**src/rtl/core/pixel_width_word_wrapper_assert.svh**
```systemverilog
// Assertion macros shared by the word wrapper RTL.
// Define ASSERT_OFF to compile every check away.
`ifndef PIXEL_WIDTH_WORD_WRAPPER_ASSERT_SVH
`define PIXEL_WIDTH_WORD_WRAPPER_ASSERT_SVH
`ifndef ASSERT_OFF
// Condition holds at every edge out of reset.
`define PWW_ASSERT_ALWAYS(lbl, clk, rst_n, cond, msg) \
	lbl: assert property (@(posedge clk) disable iff (!rst_n) (cond)) else $error(msg);
// Consequent holds in the same cycle.
`define PWW_ASSERT_IMPLIES(lbl, clk, rst_n, ante, cons, msg) \
	lbl: assert property (@(posedge clk) disable iff (!rst_n) (ante) |-> (cons)) else $error(msg);
// Consequent holds in the following cycle.
`define PWW_ASSERT_NEXT(lbl, clk, rst_n, ante, cons, msg) \
	lbl: assert property (@(posedge clk) disable iff (!rst_n) (ante) |=> (cons)) else $error(msg);
`else
`define PWW_ASSERT_ALWAYS(lbl, clk, rst_n, cond, msg)
`define PWW_ASSERT_IMPLIES(lbl, clk, rst_n, ante, cons, msg)
`define PWW_ASSERT_NEXT(lbl, clk, rst_n, ante, cons, msg)
`endif
`endif

```
**src/rtl/core/pww_pkg.sv**
```systemverilog
// Package for the pixel width word wrapper: widths, character codes,
// command and status structs. No dependencies.
package pww_pkg;

	localparam int LINE_CHARS_DEF = 63;
	localparam int CHAR_W         = 21;
	localparam int ADV_W          = 16;
	localparam int FRAC_BITS      = 6;
	localparam int ADVP_W         = ADV_W - FRAC_BITS;
	localparam int PIX_W          = 17;
	localparam int WIDTH_W        = 16;
	localparam int PTR_W          = 6;
	localparam int QUEUE_DEPTH    = 2;
	localparam int OUT_DEPTH      = 2;

	localparam logic [CHAR_W-1:0]  CH_NEWLINE     = 21'd10;
	localparam logic [CHAR_W-1:0]  CH_SPACE       = 21'd32;
	localparam logic [PIX_W-1:0]   PIX_MAX        = 17'h1FFFF;
	localparam logic [WIDTH_W-1:0] LINE_WIDTH_RST = 16'd640;

	localparam logic MODE_CHAR  = 1'b0;
	localparam logic MODE_FLUSH = 1'b1;

	// One line to emit: ring start, stored characters, trailing newline.
	typedef struct packed {
		logic [PTR_W-1:0] start;
		logic [PTR_W-1:0] len;
		logic             nl;
	} cmd_t;

	// Emitter progress, seen by the front to protect unread ring entries.
	typedef struct packed {
		logic             busy;
		logic [PTR_W-1:0] addr;
	} back_stat_t;

endpackage

```
**src/rtl/core/pww_ram.sv**
```systemverilog
// Generic single write port, single read port RAM with registered read.
// No dependencies.
module pww_ram #(
	parameter int WIDTH = 21,
	parameter int DEPTH = 64
) (
	input  logic                     clk,
	input  logic                     we,
	input  logic [$clog2(DEPTH)-1:0] waddr,
	input  logic [WIDTH-1:0]         wdata,
	input  logic                     re,
	input  logic [$clog2(DEPTH)-1:0] raddr,
	output logic [WIDTH-1:0]         rdata
);

	logic [WIDTH-1:0] mem_q [DEPTH];

	always_ff @(posedge clk) begin
		if (we) begin
			mem_q[waddr] <= wdata;
		end
		if (re) begin
			rdata <= mem_q[raddr];
		end
	end

endmodule

```
**src/rtl/core/pww_cmd_queue.sv**
```systemverilog
// Short FIFO of line commands between the classifier and the emitter.
// Depends on pww_pkg.
module pww_cmd_queue #(
	parameter int DEPTH = pww_pkg::QUEUE_DEPTH
) (
	input  logic          clk,
	input  logic          arst_n,
	input  logic          push,
	input  pww_pkg::cmd_t push_cmd,
	input  logic          pop,
	output pww_pkg::cmd_t front,
	output logic          empty,
	output logic          full
);

	localparam int IW = (DEPTH > 1) ? $clog2(DEPTH) : 1;
	localparam int NW = $clog2(DEPTH + 1);

	pww_pkg::cmd_t ent_q [DEPTH];
	logic [IW-1:0] rd_ptr_q;
	logic [IW-1:0] wr_ptr_q;
	logic [NW-1:0] cnt_q;

	assign front = ent_q[rd_ptr_q];
	assign empty = (cnt_q == '0);
	assign full  = (cnt_q == NW'(DEPTH));

	always_ff @(posedge clk) begin
		if (push) begin
			ent_q[wr_ptr_q] <= push_cmd;
		end
	end

	always_ff @(posedge clk or negedge arst_n) begin
		if (!arst_n) begin
			rd_ptr_q <= '0;
			wr_ptr_q <= '0;
			cnt_q    <= '0;
		end else begin
			if (push) begin
				wr_ptr_q <= (wr_ptr_q == IW'(DEPTH - 1)) ? '0 : wr_ptr_q + 1'b1;
			end
			if (pop) begin
				rd_ptr_q <= (rd_ptr_q == IW'(DEPTH - 1)) ? '0 : rd_ptr_q + 1'b1;
			end
			cnt_q <= cnt_q + NW'(push) - NW'(pop);
		end
	end

endmodule

```
**src/rtl/core/pww_front.sv**
```systemverilog
// Front end: accept words, track line state, store characters in the ring
// and queue line commands. Depends on pww_pkg and the assertion header.
`include "pixel_width_word_wrapper_assert.svh"
module pww_front #(
	parameter int LINE_CHARS = pww_pkg::LINE_CHARS_DEF
) (
	input  logic                                clk,
	input  logic                                arst_n,
	input  logic                                in_valid,
	output logic                                in_stall,
	input  logic                                mode,
	input  logic [pww_pkg::CHAR_W-1:0]          char_code,
	input  logic [pww_pkg::ADV_W-1:0]           advance_fixed,
	input  logic [pww_pkg::WIDTH_W-1:0]         line_width,
	input  logic                                q_full,
	input  logic                                q_empty,
	input  pww_pkg::cmd_t                       q_front,
	input  pww_pkg::back_stat_t                 back_stat,
	output logic                                push,
	output pww_pkg::cmd_t                       push_cmd,
	output logic                                ram_we,
	output logic [$clog2(LINE_CHARS+1)-1:0]     ram_waddr,
	output logic [pww_pkg::CHAR_W-1:0]          ram_wdata
);

	localparam int CW   = $clog2(LINE_CHARS + 1);
	localparam int RING = 2 ** CW;
	localparam int PW   = pww_pkg::PIX_W;

	logic [CW-1:0] head_q;
	logic [CW-1:0] count_q;
	logic [PW-1:0] pix_q;
	logic [CW-1:0] we_idx_q;
	logic [PW-1:0] we_pix_q;
	logic          we_valid_q;

	logic [CW-1:0] n_head;
	logic [CW-1:0] n_count;
	logic [PW-1:0] n_pix;
	logic [CW-1:0] n_we_idx;
	logic [PW-1:0] n_we_pix;
	logic          n_we_valid;

	logic [pww_pkg::ADVP_W-1:0] adv;
	logic [CW-1:0]              pend_lo;
	logic [CW-1:0]              unread;
	logic [CW:0]                occ;
	logic                       accept;
	logic                       is_nl;
	logic                       is_sp;
	logic [PW:0]                sum_pa;
	logic                       brk;
	logic [CW:0]                kf;
	logic [CW-1:0]              kf_c;
	logic [PW-1:0]              pix_sub;

	function automatic logic [PW-1:0] sat_add(logic [PW-1:0] a,
			logic [pww_pkg::ADVP_W-1:0] b);
		logic [PW:0] s;
		s = {1'b0, a} + (PW+1)'(b);
		return s[PW] ? pww_pkg::PIX_MAX : s[PW-1:0];
	endfunction

	assign adv = advance_fixed[pww_pkg::ADV_W-1:pww_pkg::FRAC_BITS];

	// Oldest ring entry the emitter has not yet read.
	assign pend_lo = back_stat.busy ? back_stat.addr[CW-1:0] :
	                 (!q_empty ? q_front.start[CW-1:0] : head_q);
	assign unread = head_q - pend_lo;
	assign occ    = {1'b0, unread} + {1'b0, count_q};

	// Hold when the queue is full or the ring could overrun unread entries.
	assign in_stall = q_full || ((occ >= (CW+1)'(RING - 1)) && (unread != '0));
	assign accept   = in_valid && !in_stall;

	assign is_nl  = (char_code == pww_pkg::CH_NEWLINE);
	assign is_sp  = (char_code == pww_pkg::CH_SPACE);
	assign sum_pa = {1'b0, pix_q} + (PW+1)'(adv);
	assign brk    = is_nl || (count_q >= CW'(LINE_CHARS)) ||
	                ((count_q != '0) && (sum_pa > (PW+1)'(line_width)));

	// Keep the characters after the recorded space; drop the space itself.
	assign kf      = (CW+1)'(we_idx_q) + (CW+1)'(2);
	assign kf_c    = (kf > {1'b0, count_q}) ? count_q : kf[CW-1:0];
	assign pix_sub = (pix_q > we_pix_q) ? pix_q - we_pix_q : '0;

	assign ram_wdata = char_code;

	always_comb begin
		n_head     = head_q;
		n_count    = count_q;
		n_pix      = pix_q;
		n_we_idx   = we_idx_q;
		n_we_pix   = we_pix_q;
		n_we_valid = we_valid_q;
		push       = 1'b0;
		push_cmd   = '{start: pww_pkg::PTR_W'(head_q), len: pww_pkg::PTR_W'(count_q),
		               nl: 1'b1};
		ram_we     = 1'b0;
		ram_waddr  = head_q + count_q;
		if (accept) begin
			if (mode == pww_pkg::MODE_FLUSH) begin
				if (count_q != '0) begin
					push         = 1'b1;
					push_cmd.nl  = 1'b0;
					n_head       = head_q + count_q;
					n_count      = '0;
					n_pix        = '0;
					n_we_idx     = '0;
					n_we_pix     = '0;
					n_we_valid   = 1'b0;
				end
			end else begin
				if (brk) begin
					push = 1'b1;
					if (is_nl || !we_valid_q) begin
						n_head  = head_q + count_q;
						n_count = '0;
						n_pix   = '0;
					end else begin
						push_cmd.len = pww_pkg::PTR_W'(we_idx_q + 1'b1);
						n_head       = head_q + kf_c;
						n_count      = count_q - kf_c;
						n_pix        = pix_sub;
					end
					n_we_idx   = '0;
					n_we_pix   = '0;
					n_we_valid = 1'b0;
				end
				if (is_sp && (n_count != '0)) begin
					n_we_idx   = n_count - 1'b1;
					n_we_pix   = sat_add(n_pix, adv);
					n_we_valid = 1'b1;
				end
				if (!is_nl && !((n_count == '0) && is_sp) && (n_count < CW'(LINE_CHARS))) begin
					ram_we    = 1'b1;
					ram_waddr = n_head + n_count;
					n_count   = n_count + 1'b1;
					n_pix     = sat_add(n_pix, adv);
				end
			end
		end
	end

	always_ff @(posedge clk or negedge arst_n) begin
		if (!arst_n) begin
			head_q     <= '0;
			count_q    <= '0;
			pix_q      <= '0;
			we_idx_q   <= '0;
			we_pix_q   <= '0;
			we_valid_q <= 1'b0;
		end else begin
			head_q     <= n_head;
			count_q    <= n_count;
			pix_q      <= n_pix;
			we_idx_q   <= n_we_idx;
			we_pix_q   <= n_we_pix;
			we_valid_q <= n_we_valid;
		end
	end

	`PWW_ASSERT_ALWAYS(a_count_cap, clk, arst_n, count_q <= CW'(LINE_CHARS), "line count over capacity")
	`PWW_ASSERT_ALWAYS(a_ring_occ, clk, arst_n, occ <= (CW+1)'(RING), "ring overrun")
	`PWW_ASSERT_IMPLIES(a_word_end, clk, arst_n, we_valid_q, we_idx_q < count_q, "word end past line")
	`PWW_ASSERT_IMPLIES(a_push_room, clk, arst_n, push, !q_full, "push into full queue")

endmodule

```
**src/rtl/core/pww_back.sv**
```systemverilog
// Back end: pop line commands, read the ring and stream out words through
// a small output buffer. Depends on pww_pkg and the assertion header.
`include "pixel_width_word_wrapper_assert.svh"
module pww_back #(
	parameter int LINE_CHARS = pww_pkg::LINE_CHARS_DEF
) (
	input  logic                            clk,
	input  logic                            arst_n,
	input  logic                            q_empty,
	input  pww_pkg::cmd_t                   q_front,
	output logic                            q_pop,
	output logic                            ram_re,
	output logic [$clog2(LINE_CHARS+1)-1:0] ram_raddr,
	input  logic [pww_pkg::CHAR_W-1:0]      ram_rdata,
	output pww_pkg::back_stat_t             back_stat,
	output logic                            out_valid,
	input  logic                            out_stall,
	output logic [pww_pkg::CHAR_W-1:0]      out_char,
	output logic                            last_of_line
);

	localparam int CW    = $clog2(LINE_CHARS + 1);
	localparam int OD    = pww_pkg::OUT_DEPTH;
	localparam int OB_IW = (OD > 1) ? $clog2(OD) : 1;
	localparam int OB_CW = $clog2(OD + 1);

	logic          busy_q;
	logic [CW-1:0] addr_q;
	logic [CW-1:0] rem_q;
	logic          nl_q;

	logic fl_valid_s1;
	logic fl_nl_s1;
	logic fl_last_s1;

	logic [pww_pkg::CHAR_W-1:0] buf_char_q [OD];
	logic                       buf_last_q [OD];
	logic [OB_IW-1:0]           buf_rd_q;
	logic [OB_IW-1:0]           buf_wr_q;
	logic [OB_CW-1:0]           buf_cnt_q;

	logic            pop_out;
	logic [OB_CW:0]  level;
	logic [OB_CW:0]  avail;
	logic            issue;
	logic            iss_last;

	assign out_valid    = (buf_cnt_q != '0);
	assign out_char     = buf_char_q[buf_rd_q];
	assign last_of_line = buf_last_q[buf_rd_q];
	assign pop_out      = out_valid && !out_stall;

	// Count buffered plus in-flight words; issue only when a slot is sure.
	assign level = (OB_CW+1)'(buf_cnt_q) + (OB_CW+1)'(fl_valid_s1);
	assign avail = level - (OB_CW+1)'(pop_out);
	assign issue = busy_q && (avail < (OB_CW+1)'(OD));

	assign iss_last  = (rem_q == '0) || ((rem_q == CW'(1)) && !nl_q);
	assign ram_re    = issue && (rem_q != '0);
	assign ram_raddr = addr_q;
	assign q_pop     = !busy_q && !q_empty;

	assign back_stat = '{busy: busy_q, addr: pww_pkg::PTR_W'(addr_q)};

	always_ff @(posedge clk) begin
		if (fl_valid_s1) begin
			buf_char_q[buf_wr_q] <= fl_nl_s1 ? pww_pkg::CH_NEWLINE : ram_rdata;
			buf_last_q[buf_wr_q] <= fl_last_s1;
		end
		if (issue) begin
			fl_nl_s1   <= (rem_q == '0);
			fl_last_s1 <= iss_last;
		end
	end

	always_ff @(posedge clk or negedge arst_n) begin
		if (!arst_n) begin
			busy_q      <= 1'b0;
			addr_q      <= '0;
			rem_q       <= '0;
			nl_q        <= 1'b0;
			fl_valid_s1 <= 1'b0;
			buf_rd_q    <= '0;
			buf_wr_q    <= '0;
			buf_cnt_q   <= '0;
		end else begin
			if (q_pop) begin
				busy_q <= 1'b1;
				addr_q <= q_front.start[CW-1:0];
				rem_q  <= q_front.len[CW-1:0];
				nl_q   <= q_front.nl;
			end else if (issue) begin
				if (rem_q != '0) begin
					addr_q <= addr_q + 1'b1;
					rem_q  <= rem_q - 1'b1;
				end
				if (iss_last) begin
					busy_q <= 1'b0;
				end
			end
			fl_valid_s1 <= issue;
			if (fl_valid_s1) begin
				buf_wr_q <= (buf_wr_q == OB_IW'(OD - 1)) ? '0 : buf_wr_q + 1'b1;
			end
			if (pop_out) begin
				buf_rd_q <= (buf_rd_q == OB_IW'(OD - 1)) ? '0 : buf_rd_q + 1'b1;
			end
			buf_cnt_q <= buf_cnt_q + OB_CW'(fl_valid_s1) - OB_CW'(pop_out);
		end
	end

	`PWW_ASSERT_ALWAYS(a_buf_cap, clk, arst_n, level <= (OB_CW+1)'(OD), "output buffer overrun")
	`PWW_ASSERT_IMPLIES(a_pop_idle, clk, arst_n, q_pop, !busy_q, "command popped while busy")
	`PWW_ASSERT_NEXT(a_last_done, clk, arst_n, issue && iss_last, !busy_q, "busy after last word")

endmodule

```
**src/rtl/core/pixel_width_word_wrapper.sv**
```systemverilog
// Top level of the pixel width greedy word wrapper.
// Depends on pww_pkg, pww_front, pww_cmd_queue, pww_back and pww_ram.
//
// Usage: character words enter on in_valid/in_stall with mode, char_code
// and advance_fixed (10.6 pixels, fraction dropped). Mode 1 flushes the line.
// Lines leave on out_valid/out_stall, one character per word, last_of_line
// set on the final word (the newline, or the last character of a flush).
// line_width is written on cfg_valid/cfg_ready; cfg_ready is always high.
//
// Throughput: one input word per cycle while the command queue has room and
// the character ring is not blocked by a line still being read out. The
// emitter sends one word per cycle once running, while the output buffer has
// room: it first loads the command, then sends one word per stored character
// and the newline (a flush line has no newline).
//
// Reset clears line state, queue and output buffer; line_width returns to
// 640. The ring RAM is not cleared, only written entries are read. When the
// receiver stalls, output words back up into a two-word buffer, then the
// emitter, then the queue, and finally in_stall rises.
module pixel_width_word_wrapper #(
	parameter int LINE_CHARS = pww_pkg::LINE_CHARS_DEF
) (
	input  logic                        clk,
	input  logic                        arst_n,
	// input channel
	input  logic                        in_valid,
	output logic                        in_stall,
	input  logic                        mode,
	input  logic [pww_pkg::CHAR_W-1:0]  char_code,
	input  logic [pww_pkg::ADV_W-1:0]   advance_fixed,
	// output channel
	output logic                        out_valid,
	input  logic                        out_stall,
	output logic [pww_pkg::CHAR_W-1:0]  out_char,
	output logic                        last_of_line,
	// configuration channel
	input  logic                        cfg_valid,
	output logic                        cfg_ready,
	input  logic [pww_pkg::WIDTH_W-1:0] line_width
);

	localparam int CW   = $clog2(LINE_CHARS + 1);
	localparam int RING = 2 ** CW;

	logic [pww_pkg::WIDTH_W-1:0] line_width_q;

	logic                       push;
	pww_pkg::cmd_t              push_cmd;
	logic                       q_pop;
	pww_pkg::cmd_t              q_front;
	logic                       q_empty;
	logic                       q_full;
	pww_pkg::back_stat_t        back_stat;
	logic                       ram_we;
	logic [CW-1:0]              ram_waddr;
	logic [pww_pkg::CHAR_W-1:0] ram_wdata;
	logic                       ram_re;
	logic [CW-1:0]              ram_raddr;
	logic [pww_pkg::CHAR_W-1:0] ram_rdata;

	// Take the width register at any time; the user must write it only while idle (not enforced here).
	assign cfg_ready = 1'b1;

	always_ff @(posedge clk or negedge arst_n) begin
		if (!arst_n) begin
			line_width_q <= pww_pkg::LINE_WIDTH_RST;
		end else if (cfg_valid && cfg_ready) begin
			line_width_q <= line_width;
		end
	end

	// Classify words and keep the current line.
	pww_front #(
		.LINE_CHARS(LINE_CHARS)
	) u_front (
		.clk          (clk),
		.arst_n       (arst_n),
		.in_valid     (in_valid),
		.in_stall     (in_stall),
		.mode         (mode),
		.char_code    (char_code),
		.advance_fixed(advance_fixed),
		.line_width   (line_width_q),
		.q_full       (q_full),
		.q_empty      (q_empty),
		.q_front      (q_front),
		.back_stat    (back_stat),
		.push         (push),
		.push_cmd     (push_cmd),
		.ram_we       (ram_we),
		.ram_waddr    (ram_waddr),
		.ram_wdata    (ram_wdata)
	);

	// Decouple classification from line emission.
	pww_cmd_queue #(
		.DEPTH(pww_pkg::QUEUE_DEPTH)
	) u_queue (
		.clk     (clk),
		.arst_n  (arst_n),
		.push    (push),
		.push_cmd(push_cmd),
		.pop     (q_pop),
		.front   (q_front),
		.empty   (q_empty),
		.full    (q_full)
	);

	// Character ring: power-of-two depth so pointers wrap for free.
	pww_ram #(
		.WIDTH(pww_pkg::CHAR_W),
		.DEPTH(RING)
	) u_ring (
		.clk  (clk),
		.we   (ram_we),
		.waddr(ram_waddr),
		.wdata(ram_wdata),
		.re   (ram_re),
		.raddr(ram_raddr),
		.rdata(ram_rdata)
	);

	// Stream out queued lines.
	pww_back #(
		.LINE_CHARS(LINE_CHARS)
	) u_back (
		.clk         (clk),
		.arst_n      (arst_n),
		.q_empty     (q_empty),
		.q_front     (q_front),
		.q_pop       (q_pop),
		.ram_re      (ram_re),
		.ram_raddr   (ram_raddr),
		.ram_rdata   (ram_rdata),
		.back_stat   (back_stat),
		.out_valid   (out_valid),
		.out_stall   (out_stall),
		.out_char    (out_char),
		.last_of_line(last_of_line)
	);

endmodule

```
**config.mk**
```make
export PLATFORM = sky130hd
export DESIGN_NAME = pixel_width_word_wrapper
export DESIGN_NICKNAME = d
export VERILOG_FILES = /design/src/rtl/core/pww_pkg.sv /design/src/rtl/core/pww_ram.sv /design/src/rtl/core/pww_cmd_queue.sv /design/src/rtl/core/pww_front.sv /design/src/rtl/core/pww_back.sv /design/src/rtl/core/pixel_width_word_wrapper.sv
export VERILOG_INCLUDE_DIRS = /design/src /design/src/rtl/core
export SDC_FILE = /design/constraint.sdc
export NUM_CORES = 2
export LEC_CHECK = 0
export BUFFER_PORTS_ARGS = -buffer_cell sky130_fd_sc_hd__buf_2
export CAP_MARGIN = 10
export CORE_MARGIN = 5
export CORE_UTILIZATION = 35
export CTS_CLUSTER_SIZE = 20
export DETAILED_ROUTE_END_ITERATION = 10
export PLACE_DENSITY = 0.53
export SLEW_MARGIN = 10
export SYNTH_ARGS = -nofsm -noshare
export SYNTH_HDL_FRONTEND = slang
export SYNTH_SLANG_ARGS = --single-unit
export TNS_END_PERCENT = 1
```
**constraint.sdc**
```tcl
create_clock -name clk -period 8.5 [get_ports clk]
set_input_delay 1.275 -clock clk [delete_from_list [all_inputs] [get_ports clk]]
set_output_delay 1.275 -clock clk [all_outputs]
set_load 0.05 [all_outputs]
```
Yosys cells after proc, flatten, opt, wreduce, memory -nomap -nowiden
Memories as Yosys holds them, arrays and structs flattened. A register that Yosys moved wholly into a read port is not among the register bits. Index checks and enable logic that the tools add are counted.

Add/subtract/negate cells: 25. $lt $le $gt $ge: 7. Equal/unequal tests: 5. Mux-type cells: 71. Reduce and logical (&&, ||, !) cells: 41.

Operators with widths (number): 17-bit 2-to-1 mux (12); 6-bit 2-to-1 mux (31); 17-bit by 10-bit adder with 18-bit output (2); 1-bit 2-to-1 mux (26); 6-bit nonzero test (4); 21-bit by 4-bit == test with 1-bit output (second input constant) (1); 21-bit by 6-bit == test with 1-bit output (second input constant) (1); 21-bit 2-to-1 mux (1); 6-bit by 1-bit adder with 6-bit output (second input constant) (3); 6-bit adder (3); 18-bit by 16-bit greater-than comparator with 1-bit output (1); 17-bit greater-than comparator (1); 17-bit subtractor (1); 1-bit logical AND (12); 6-bit zero test (2); 6-bit by 1-bit subtractor with 6-bit output (second input constant) (2); 6-bit subtractor (2); 1-bit zero test (8); 2-bit nonzero test (4); 6-bit by 2-bit adder with 7-bit output (second input constant) (1); 6-bit by 6-bit adder with 7-bit output (1); 7-bit by 6-bit >= comparator with 1-bit output (second input constant) (1); 7-bit by 6-bit greater-than comparator with 1-bit output (1); 7-bit 2-to-1 mux (1); 16 further kinds (27).

Flip-flop bits (word level): 94. Bits in writable memories: 1414. Bits of input ports: 59. Logic and storage cells: 173. Memories: 4.

Memories: u_ring.mem_q (depth 64, bits a word 21, read ports 1, clocked after memory_dff 1, write ports 1, RTL line pww_ram.sv:16) `logic [WIDTH-1:0] mem_q [DEPTH];`; u_back.buf_char_q (depth 2, bits a word 21, read ports 1, clocked after memory_dff 0, write ports 1, RTL line pww_back.sv:36) `logic [pww_pkg::CHAR_W-1:0] buf_char_q [OD];`; u_queue.ent_q (depth 2, bits a word 13, read ports 1, clocked after memory_dff 0, write ports 1, RTL line pww_cmd_queue.sv:19) `pww_pkg::cmd_t ent_q [DEPTH];`; u_back.buf_last_q (depth 2, bits a word 1, read ports 1, clocked after memory_dff 0, write ports 1, RTL line pww_back.sv:37) `logic buf_last_q [OD];`.

Logic depth before layout (Yosys ltp)
Depth after elaboration: 21. Mapped depth: 39.

By module
Synthesis repeated with hierarchy kept, for this count alone.

Cell total of the unflattened synthesis: 3487. Area total of the unflattened synthesis: 64403.0 um^2.

Modules (own cells, without submodules): pww_ram (instances 1, cells an instance 2190, area an instance 51927.3 um^2, seq. area each 40989.3 um^2); pww_front (instances 1, cells an instance 993, area an instance 7709.9 um^2, seq. area each 1326.3 um^2); pww_back (instances 1, cells an instance 213, area an instance 2967.8 um^2, seq. area each 1856.8 um^2); pww_cmd_queue (instances 1, cells an instance 55, area an instance 1134.8 um^2, seq. area each 880.8 um^2); pixel_width_word_wrapper (instances 1, cells an instance 36, area an instance 663.1 um^2, seq. area each 402.9 um^2).

Worst setup path before layout
OpenSTA, ideal clock, no wires.

Path type: input port to flip-flop. Start point: input advance_fixed[10] (netlist name). End point: memory u_ring.mem_q[57][0], enable pin. Setup time: 0.452 ns. Data arrival time: 7.767 ns. Required time: 8.048 ns. Setup slack: 0.280 ns. Stages on the path: 26. Cell sequence: ha_1 > buf_6 > a21oi_1 > o211ai_1 > a21oi_1 > nor2b_1 > o21ai_0 > nand2b_1 > a21oi_1 > xnor2_1 > ha_1 > nand3_1 > nor3_1 > o21ai_0 > o211a_1 > o221a_4 > o21ai_2 > buf_6 > buf_2 > o21ai_1 > ha_1 > nand2_1 > a2bb2oi_1 > nand2_1 > or3_1 > nor4_1.

Longest elaborated chain between the ends: 17. Elaborated cells on any way between the ends: 25.

RTL lines: from (decl) (RTL line pixel_width_word_wrapper.sv:30) `input logic [pww_pkg::ADV_W-1:0] advance_fixed,`; 17-bit by 10-bit adder with 18-bit output (*) (RTL line pww_front.sv:78) `assign sum_pa = {1'b0, pix_q} + (PW+1)'(adv);`; 18-bit by 16-bit greater-than comparator with 1-bit output (*) (RTL line pww_front.sv:80) `((count_q != '0) && (sum_pa > (PW+1)'(line_width)));`; 1-bit logical AND (*) (RTL line pww_front.sv:80); 1-bit logical OR (*) (RTL line pww_front.sv:79) `assign brk = is_nl || (count_q >= CW'(LINE_CHARS)) ||`; parallel branches: the longest is 13 deep, another holds 6-bit less-than comparator; to (decl) (RTL line pww_ram.sv:16).

Every way passes the cells marked *. The select of a mux whose other input is x is not followed.

Final worst setup path
Start point: input advance_fixed[10] (netlist name). End point: memory u_ring.mem_q[14][20], enable pin.

Same word-level chain as after synthesis.

==> summary.md <==
| Metric | Value |
|---|---|
| RSZ-0062 raised after global routing | no |
| Synth Warn # | 0 |
| Drt pass-1 iters | 5 |
| Min cycle time layout | 7.36 ns |
| Clk_skew | 0.0501 ns |
| # DRC | 0 |
| Max-slew violation count | 0 |
| # fillers | 16.1k |
| Synth Area in Adders | 2.23% |
| Crit end category | flop |
| Slew at the pin closest to its max-slew limit | 1.10 ns |
| Nets | 3706 |
| Critical path fanouts, max | 21 |
| EDFF count, synth | 1437 |
| CP Class | input pin to flop |
| Setup crit start kind | input pin |
| DRT antenna net count | 0 |
| Buffers on Ports | 76 |
| Slowest cell on crit path | mux2i_1 |
| Total Routing Usage GR | 17.4% |
| Fmax | 136 MHz |
| Die W | 438 um |
| Initial Util | 35.1% |
| DP HPWL | 100000 um |
| Syn_nets | 3480 |
| Primary FF master, synth | edfxtp_1 |
| Die height | 438 um |
| Initial antenna violation count | 15 |
| Skew-Pair Late Insertion Delay | 0.81 ns |
| Number of CTS-inserted buffers | 165 |
| Final Setup Violations | 0 |
| I/O pins | 84 |
| Max rail drop VDD | 263 uV |
| Post-Synth XOR/XNOR Area | 1.23% |
| Largest family of logic cells by synthesized area | multiplexers |
| Async set-reset flop share out of synthesis | 6.02% |
| Post-synthesis simple-gate area fraction | 3.94% |
| Status | completed |
| Via density | 5.33 |
| Drt first-iter violations | 2948 |
| Vias in the first global route | 33.0k |
| H-tree depth | 4 |
| Most frequent cells in the layout | 1437 x edfxtp_1, 441 x mux4_2, 165 x clkbuf_16, 146 x nand2_1, 105 x buf_4 |
| Cts hold-fix bufs | 0 |
| WP data required | 8.97 ns |
| Endpoints failing hold | 0 |
| Avg Inst Size Synth | 19.3 um^2 |
| Std-Cell Rows | 157 |
| Synth Area in Compound Gates | 3.51% |
| Aggregate global routing overflow | 0 |
| Die ar. | 192000 um^2 |
| Max cap viols | 0 |
| Clock sinks | 1529 |
| CTS Buffer Depth | 3 |
| Worst stage delay on the critical path | 0.58 ns |
| Util after Layout | 40.7% |
| Total Wirelength | 168000 um |
| Postcts setup bufs | 0 |
| Ratio of cells with drive above 1 in the final layout | 28.1% |
| Mapped Area | 64000 um^2 |
| Cts repair resizes | 0 |
| Mux cell area share after synthesis | 16.5% |
| Area Growth Syn to Fin | 16.0% |
| Clock root cell | clkbuf_16 |
| Data arrival, critical path | 7.83 ns |
| Placer Congestion | 0.801 |
| First-pass GRT wire length | 241000 um |
| Sequential share of the synthesized area | 71.0% |
| Area of the core | 182000 um^2 |
| Pin count of the biggest net entering global routing | 107 |
| TritonCTS clock tree | yes |
| Reg clk slew, reported paths | 0.06 ns |
| Hold crit path type | flop to flop |
| Routed len/inst | 27.6 um |
| Slew headroom | 26.0% |
| Final worst-path cycle share | 86.6% |
| Setup TNS | 0 ns |
| Library cells used by synthesis | 96 |
| Number of synthesized register bits | 1529 |
| LEAKAGE | 24.0 nW |
| Vias | 32.3k |
| Pwr dens | 348 nW/um^2 |
| Number of cells produced by synthesis | 3315 |
| Commonest non-fill, non-tap cell in the layout | edfxtp_1 |
[routing by layer]
metal | global-route usage, % | wire [um]
met5 | 0 | 0
met4 | 4.12 | 3280
met1 | 25.1 | 75000
met3 | 2.63 | 9450
met2 | 28.0 | 79800
[area by class of cell]
cell class	count	area, um^2	area share (%)
diodes	4	10.0	0.0135
clock buffers	212	4310	5.80
clock inverters	85	1040	1.41
inverters	84	315	0.425
multi-input cells	1530	17900	24.2
flip-flops and latches	1529	45500	61.2
well taps	2385	2980	4.02
repair buffers	231	2180	2.94
[registers in the layout, indices dropped and copies added (netlist names), 2 cells and up]
signal / cells
u_back.buf_cnt_q: 2
u_ring.mem_q: 1344
u_back.buf_last_q: 2
u_back.ram_raddr: 6
u_front.we_idx_q: 6
u_back.rem_q: 6
u_front.we_pix_q: 17
u_ring.rdata: 21
u_front.pix_q: 17
u_front.head_q: 6
u_queue.cnt_q: 2
u_back.buf_char_q: 42
u_front.count_q: 6
line_width_q: 16
u_queue.ent_q: 26
[report_power, final]
group	internal, W	total [W]	switching (W)	leakage, nW
Clock	0.00410	0.00711	0.00301	2.57
Combinational	0.00382	0.00928	0.00545	7.35
Sequential	0.00901	0.00947	0.000459	14.1
[critical path: cells and delay by family]
kind                       cells  cell delay, ns
adders and majority gates      3            0.87
buffers and inverters          3            0.76
xor gates and xnor gates       2            0.20
muxes                          2            0.95
and+or+nand+nor                7            1.61
AOI/OAI and AO/OA             10            2.09
[stage by stage]
| stage | hold slack [ns] | total power [W] | worst slack [ns] | instance area [um^2] | std cells |
|---|---|---|---|---|---|
| 2_1_floorplan | 0.421 | 0.0155 | 0.280 | 64000 | 3315 |
| 3_3_place_gp | 0.466 | 0.0190 | 0.352 | 68900 | 5759 |
| 3_5_place_dp | 0.473 | 0.0190 | 0.352 | 68900 | 5759 |
| 4_1_cts | 0.450 | 0.0262 | 1.17 | 74200 | 6056 |
| 5_1_grt | 0.509 | 0.0270 | 0.674 | 74200 | 6057 |
| 6_report | 0.481 | 0.0259 | 1.14 | 74300 | 6060 |
[kinds of logic after synthesis]
group,Yosys count
compound gates,345
xor+xnor,89
fa+ha+maj,109
buf+inv,256
flops,1529
mux,496
other cells,1
simple gates,490
[worst paths after layout]
path	from	endpoint	slack (ns)	depth (start not counted)
worst max register to register	u_front.count_q[4]$_DFFE_PN0P_	u_ring.mem_q[14][20]$_DFFE_PP_	1.25	23
worst min-delay path	u_back.fl_valid_s1$_DFF_PN0_	u_back.buf_wr_q$_DFFE_PN0P_	0.48	1
max in group asynchronous	arst_n	u_back.ram_raddr[3]$_DFFE_PN0P_	6.78	2
min in group asynchronous	arst_n	line_width_q[3]$_DFFE_PN0P_	0.49	1
worst max-delay path	advance_fixed[10]	u_ring.mem_q[14][20]$_DFFE_PP_	1.14	27
worst min register to register	u_back.fl_valid_s1$_DFF_PN0_	u_back.buf_wr_q$_DFFE_PN0P_	0.48	1
[cells in the mapped netlist, types with 5 or more instances]
cell type / count / area share, %
a211oi_1: 16 / 0.19
a21o_1: 32 / 0.38
a21oi_1: 80 / 0.63
a22o_1: 11 / 0.15
a31oi_1: 9 / 0.088
a32o_1: 5 / 0.078
and3_1: 11 / 0.11
buf_1: 42 / 0.25
buf_2: 16 / 0.13
buf_6: 8 / 0.14
clkbuf_1: 102 / 0.60
dfrtp_1: 90 / 3.5
edfxtp_1: 1437 / 67
fa_1: 9 / 0.28
ha_1: 97 / 1.9
inv_1: 79 / 0.46
mux2_2: 26 / 0.46
mux2i_1: 25 / 0.39
mux4_2: 441 / 16
nand2_1: 146 / 0.86
nand2b_1: 14 / 0.14
nand3_1: 27 / 0.21
nand4_1: 13 / 0.13
nor2_1: 87 / 0.51
nor2b_1: 35 / 0.34
nor3_1: 62 / 0.48
nor3_2: 26 / 0.41
nor4_1: 22 / 0.21
o211ai_1: 6 / 0.070
o21a_1: 6 / 0.070
o21ai_0: 104 / 0.81
o21ai_1: 6 / 0.047
o21bai_1: 6 / 0.070
o31ai_1: 10 / 0.12
or2_1: 6 / 0.059
or2_2: 6 / 0.059
or3_1: 10 / 0.098
xnor2_1: 57 / 0.78
xor2_1: 31 / 0.42
(Power assumes the default switching activity.)
